$ cat src/rtl/assert_macros.svh
// Assertion macros shared by the rmvp RTL.
// No dependencies; simulation builds get the checks, SYNTH builds get nothing.
`ifndef ASSERT_MACROS_SVH
`define ASSERT_MACROS_SVH
`ifndef SYNTH
`define RMVP_ASSERT(lbl, clk, rstn, prop, msg) \
  lbl: assert property (@(posedge clk) disable iff (!rstn) prop) else $error(msg);
`define RMVP_NEVER(lbl, clk, rstn, cond, msg) \
  lbl: assert property (@(posedge clk) disable iff (!rstn) !(cond)) else $error(msg);
`else
`define RMVP_ASSERT(lbl, clk, rstn, prop, msg)
`define RMVP_NEVER(lbl, clk, rstn, cond, msg)
`endif
`endif

$ cat src/rtl/rmvp_pkg.sv
// Package for the rotation matrix vector projection block.
// Sizes, command and result types shared by all rmvp modules; no dependencies.
`default_nettype none

package rmvp_pkg;

  localparam int DIM        = 64;
  localparam int DATA_WIDTH = 16;

  localparam int IDX_W       = (DIM > 1) ? $clog2(DIM) : 1;
  localparam int FIELD_IDX_W = 6;
  localparam int COEF_W      = 16;
  localparam int DIMS_W      = 7;
  localparam int OUT_W       = 38;
  localparam int PROD_W      = COEF_W + DATA_WIDTH;
  localparam int COEF_DEPTH  = DIM * DIM;
  localparam int CADDR_W     = $clog2(COEF_DEPTH);

  localparam int CQ_DEPTH = 4;
  localparam int CQ_PTR_W = $clog2(CQ_DEPTH);
  localparam int CQ_CNT_W = $clog2(CQ_DEPTH + 1);

  localparam int RQ_DEPTH = 2;
  localparam int RQ_PTR_W = $clog2(RQ_DEPTH);
  localparam int RQ_CNT_W = $clog2(RQ_DEPTH + 1);

  localparam logic [FIELD_IDX_W:0] IDX_LIMIT  = (FIELD_IDX_W + 1)'(DIM);
  localparam logic [DIMS_W-1:0]    DIMS_RESET = 7'd64;
  localparam logic [DIMS_W-1:0]    DIMS_MAX   = DIMS_W'(DIM);

  localparam logic STATUS_OK         = 1'b0;
  localparam logic STATUS_NOT_LOADED = 1'b1;

  typedef enum logic {
    REQ_COEF = 1'b0,
    REQ_VEC  = 1'b1
  } req_e;

  typedef enum logic [1:0] {
    RUN_NONE,
    RUN_MAC,
    RUN_ERR
  } run_e;

  typedef struct packed {
    req_e              op;
    logic              wr_en;
    run_e              run;
    logic [IDX_W-1:0]  row;
    logic [IDX_W-1:0]  col;
    logic [COEF_W-1:0] data;
  } cmd_t;

  typedef struct packed {
    logic full;
    logic empty;
  } cq_stat_t;

  typedef struct packed {
    logic [FIELD_IDX_W-1:0] index;
    logic [OUT_W-1:0]       value;
    logic                   status;
    logic                   end_of_run;
  } result_t;

endpackage

`default_nettype wire

$ cat src/rtl/rmvp_cmd_fifo.sv
// Short command queue between the rmvp front and back ends.
// Uses rmvp_pkg for cmd_t, cq_stat_t and the queue depth.
`default_nettype none

module rmvp_cmd_fifo import rmvp_pkg::*; (
  input  wire logic     clk_i,
  input  wire logic     rst_ni,
  input  wire logic     push_i,
  input  wire cmd_t     cmd_i,
  input  wire logic     pop_i,
  output cmd_t          cmd_o,
  output cq_stat_t      stat_o
);

  cmd_t                mem_q [CQ_DEPTH];
  logic [CQ_PTR_W-1:0] wr_ptr_q, rd_ptr_q;
  logic [CQ_CNT_W-1:0] cnt_q, cnt_d;
  logic                do_push, do_pop;

  assign stat_o.full  = (cnt_q == CQ_CNT_W'(CQ_DEPTH));
  assign stat_o.empty = (cnt_q == '0);
  assign do_push = push_i & ~stat_o.full;
  assign do_pop  = pop_i & ~stat_o.empty;
  assign cmd_o   = mem_q[rd_ptr_q];

  always_comb begin
    cnt_d = cnt_q;
    if (do_push && !do_pop) begin
      cnt_d = cnt_q + 1'b1;
    end else if (!do_push && do_pop) begin
      cnt_d = cnt_q - 1'b1;
    end
  end

  always_ff @(posedge clk_i or negedge rst_ni) begin
    if (!rst_ni) begin
      wr_ptr_q <= '0;
      rd_ptr_q <= '0;
      cnt_q    <= '0;
    end else begin
      cnt_q <= cnt_d;
      if (do_push) begin
        wr_ptr_q <= wr_ptr_q + 1'b1;
      end
      if (do_pop) begin
        rd_ptr_q <= rd_ptr_q + 1'b1;
      end
    end
  end

  always_ff @(posedge clk_i) begin
    if (do_push) begin
      mem_q[wr_ptr_q] <= cmd_i;
    end
  end

endmodule

`default_nettype wire

$ cat config.mk
export PLATFORM = sky130hd
export DESIGN_NAME = rmvp_cmd_fifo
export DESIGN_NICKNAME = d
export VERILOG_FILES = /design/src/rtl/assert_macros.svh /design/src/rtl/rmvp_pkg.sv /design/src/rtl/rmvp_cmd_fifo.sv
export SDC_FILE = /design/constraint.sdc
export NUM_CORES = 1
export LEC_CHECK = 0
export ABC_CLOCK_PERIOD_IN_PS = 4700
export BUFFER_PORTS_ARGS = -buffer_cell sky130_fd_sc_hd__buf_2
export CAP_MARGIN = 15
export CELL_PAD_IN_SITES_DETAIL_PLACEMENT = 0
export CELL_PAD_IN_SITES_GLOBAL_PLACEMENT = 2
export CORE_UTILIZATION = 50
export CTS_BUF_LIST = sky130_fd_sc_hd__clkbuf_4 sky130_fd_sc_hd__clkbuf_8
export DETAILED_ROUTE_END_ITERATION = 10
export PLACE_DENSITY = 0.93
export RECOVER_POWER = 50
export SLEW_MARGIN = 10
export SYNTH_ARGS = -nofsm -noshare
export SYNTH_HDL_FRONTEND = slang
export SYNTH_SLANG_ARGS = --single-unit
$ cat constraint.sdc
create_clock -name clk_i -period 4.7 [get_ports clk_i]
set_input_delay 0.94 -clock clk_i [delete_from_list [all_inputs] [get_ports clk_i]]
set_output_delay 0.94 -clock clk_i [all_outputs]
set_load 0.01 [all_outputs]
* Yosys cells after proc, flatten, opt, wreduce, memory -nomap -nowiden
Memories as Yosys holds them, arrays and structs flattened.
Cells that the tools add are included.
** Cells by class
- Add/sub/neg operators :: 4
- $mul :: 0
- Div/mod/pow operators :: 0
- $lt $le $gt $ge :: 0
- Eq/ne operators :: 1
- Shifts and indexed selects :: 0
- Muxes and demuxes :: 4
- Bitwise gates (word level) :: 4
- Reduce and logical (&&, ||, !) cells :: 6
** Operators with widths (count)
- $mux W3 :: 2
- $add A2 B1 Y2 const B :: 2
- $add A3 B1 Y3 const B :: 1
- $eq A3 B3 Y1 const B :: 1
- $logic_not A3 Y1 :: 1
- $sub A3 B1 Y3 const B :: 1
- $and A1 B1 Y1 :: 2
- $logic_and A1 B1 Y1 :: 2
- $logic_not A1 Y1 :: 2
- $mux W1 :: 2
- $not A1 Y1 :: 2
- $reduce_bool A2 Y1 :: 1
** Word-level totals
- Flip-flop bits (word level) :: 7
- Bits in latches :: 0
- RAM bits :: 128
- Memory bits (read-only) :: 0
- Output and inout port bits :: 34
- Word-level logic and storage cells :: 23
- Memories kept :: 1
** Memory list
- mem_q :: words 4, width 32, rd ports 1, clocked after Yosys merged registers in 0, wr ports 1, RTL line rmvp_cmd_fifo.sv:15 : cmd_t mem_q [CQ_DEPTH];

* Depth between registers and ports, before layout
- Depth in word-level cells :: 7
- Gate-level depth with buffers :: 9
- Gate-level depth less buffers :: 8

* Least setup slack after synthesis
No wires, ideal clock.
- Path type :: input -> register
- Start point :: in push_i
- End point :: mem mem_q[0][0] in the netlist's numbering, enable pin
- Setup time :: 392 ps
- Arrival :: 2016 ps
- Path slack :: 2292 ps
- Stages on the path :: 3
- Cell sequence :: nor2b_1 > buf_6 > and2_1
** On the way
- Cells in the longest elaborated chain, start to end :: 3
** Ends and longest elaborated chain
- from (decl) :: RTL line rmvp_cmd_fifo.sv:8 : input wire logic push_i,
- $and A1 B1 Y1 :: RTL line rmvp_cmd_fifo.sv:22 : assign do_push = push_i & ~stat_o.full;
- named net do_push :: RTL line rmvp_cmd_fifo.sv:18 : logic do_push, do_pop;
- $mux W1 :: RTL line rmvp_cmd_fifo.sv:52 : if (do_push) begin
- $mux W1 (implied by the code) :: RTL line rmvp_cmd_fifo.sv:53 : mem_q[wr_ptr_q] <= cmd_i;
- to (decl) :: RTL line rmvp_cmd_fifo.sv:15
The timed path passes the listed nets, and every way through them passes these cells.

==> results.cfg <==
[critical_path]
worstSetupPathType = reg2out
cp-start-kind = flop
crit_slowest_cell = dfrtp_1
worstPathCellList = buf_4, mux4_2, buf_2
cp.required_ns = 3.76
r2r_cells = 3
rr_endpoint = mem_q[2][13]
critPathMaxStageDelay_ns = 1.14
path_delay_family = flip-flops
worstPathMaxFanout = 20
end_kind = output pin
crit-reg2reg-launch = cnt_q[2]
path_buf_inv = 2
arrival_ns = 2.72
r2r_slack_ns = 1.49

[sta]
tightest_slew_ns = 2.283
slew_violations = 33
max_slew_margin_pct = -52.28
fmax_ghz = 0.2736
layout_min_cycle_time_ns = 3.656
final.setup_skew_ns = 0.01087
rsz0062_at_grt = no
final.setup.tns_ns = 0
min_period_over_period_pct = 77.78
finalHoldViolations = 0
setup_viol = 0

[routing]
post-route-drc-count = 0
drtIter0Drc = 57
vias_per_cell = 5.142
routedWlPerCell_um = 17.46
drt-total-wl_um = 7507
antenna_left = 0
vias = 2211
dr.pass1.iters = 4

[yosys]
synth_commonest_cells = edfxtp_1, mux4_2, dfrtp_1
yosysMostFrequentCell = edfxtp_1
syn_avg_cell_area_um2 = 24.97
ys.flop_type = edfxtp_1
seq_area_frac_synth_pct = 78.88
syn_area_um2 = 5095
synthSimpleGateAreaFrac_pct = 1.228
yosysUniqueCellTypes = 22
ys_seq_elements = 135
synth_top_family_by_area = multiplexers
yosysWarningCount = 0
synth-compound-area-share_pct = 0
synth_mux_area_share_pct = 14.96
synth_nets = 246
netlist_top_cells_area = edfxtp_1, mux4_2, dfrtp_1, mux4_1, ha_1
synth_edf_count = 128
syn_inst = 204
synth_top_cell_area_share_pct = 75.44
synth_adder_area_share_pct = 1.621
synth-async-reset-ratio_pct = 5.185
synth_top_cell_by_area = edfxtp_1
synthXorXnorAreaFrac_pct = 1.031

[cts]
post_cts_resized = 0
clk_latency_ns = 0.41
cts_sinks = 135
root_buffer = clkbuf_8
clockBufferDepth = 2
post_cts_buffers = 0
cts_buffers = 17
cts_tree = built
cts_htree_levels = 4
clk_pin_slew_worst_paths_ns = 0.07
cts_hold_buf = 0

[floorplanning]
num_rows = 36
initial_core_util_pct = 51.89
core_um2 = 9819
ioPinCount = 70
die_h_um = 102.9
fp.dieW_um = 102.9
die-area_um2 = 10600

[run_status]
violations = max-capacitance violations, max-slew violations
status = complete, but fails checks

[final_layout]
nets = 326
register_area_um2 = 4020
drive_gt1_share_pct = 34.34
syn_to_final_growth_pct = 16.16
multi_input_area_um2 = 954.7
fill_cells = 739
antenna_cells = 0
final_area_um2 = 5918
final_util_pct = 60.27

[pwr]
leakagePower_nw = 2.005
irDropWorstVdd_mv = 0.3439
finalPower_mw = 3.759
power.density_nw_per_um2 = 635.1

[global_routing]
globalRouteOverflowTotal = 0
grt_usage_pct = 16.00
grt_first_pass_wirelength_um = 11740
grt_max_degree = 34
first_global_vias = 2305
grt_antenna_before_repair = 0

[job]
maxCapViolCount = 1

[placed_design]
io_buffers = 69
hpwlAfterDp_um = 4459
dpl_cell_area_um2 = 5520
gp_congestion = 0.6843

[worst_hold_path]
hp-class = in2async
==> routing by layer <==
layer,vias to the layer above,wire (µm),global-route usage (%)
met5,-,0,0
met4,0,95,6.934
met3,10,374,5.153
met2,59,3911,26.31
met1,1136,3125,19.66
li1,1006,-,-
==> registers in the layout (all words and copies together) (netlist names) <==
| name | count |
|---|---|
| cnt_q | 3 |
| mem_q | 128 |
| rd_ptr_q | 2 |
| wr_ptr_q | 2 |
==> worst max path at each step <==
stage,slack (ns),depth (start not counted),startpoint,endpoint
after detailed placement,1.78,3,rd_ptr_q[0],cmd_o[5]
final,1.04,3,rd_ptr_q[0],cmd_o[15]
after global placement,1.81,3,rd_ptr_q[0],cmd_o[15]
after floorplan,2.29,3,push_i,mem_q[0][0]
after global routing,0.80,3,rd_ptr_q[0],cmd_o[9]
after CTS,1.34,3,rd_ptr_q[0],cmd_o[5]
==> stage by stage <==
step / cells / setup WS, ns / hold slack (ns)
finish: 430 / 1.044 / 0.4257
global route: 430 / 0.7974 / 0.4284
CTS: 430 / 1.336 / 0.3352
detailed placement: 398 / 1.785 / 0.4716
global placement: 398 / 1.810 / 0.4585
floorplan: 204 / 2.292 / 0.4453
==> power breakdown <==
group          internal (mW)  switching [mW]
registers               1.60           0.171
logic                  0.485           0.449
clock network          0.641           0.410
total                   2.73            1.03
==> worst register-to-register path: stages, from the launching register on <==
cell and delay, ns:
dfrtp_1 0.40, nor3b_1 0.16, nor2b_1 0.45, and2_0 1.75
==> layout make-up <==
class / instances / area share [%]
Tap cell: 133 / 2.812
Inverter: 4 / 0.2537
Clock buffer: 19 / 4.207
Multi-Input combinational cell: 56 / 16.13
Timing Repair Buffer: 70 / 5.264
Sequential cell: 135 / 67.93
Clock inverter: 13 / 3.404
==> cells by family after synthesis <==
| logic type | after synthesis |
|---|---|
| mux | 34 |
| xor+xnor | 6 |
| fa+ha+maj | 6 |
| buf+inv | 13 |
| flops | 135 |
| simple gates | 10 |
==> cell usage in the layout, fill, tap and decap left out, drive strengths merged <==
cell and count:
nor3b 1, and2 4, clkinv 5, clkinvlp 2, bufinv 5, clkbuf 52, fa 1, inv 5
ha 5, mux2 2, nand2 1, xor2 2, mux4 32, buf 37, xnor2 4, or3 1
nor2 1, nor2b 1, edfxtp 128, nand3 1, dfrtp 7
Power figures use the tool's default switching activity.
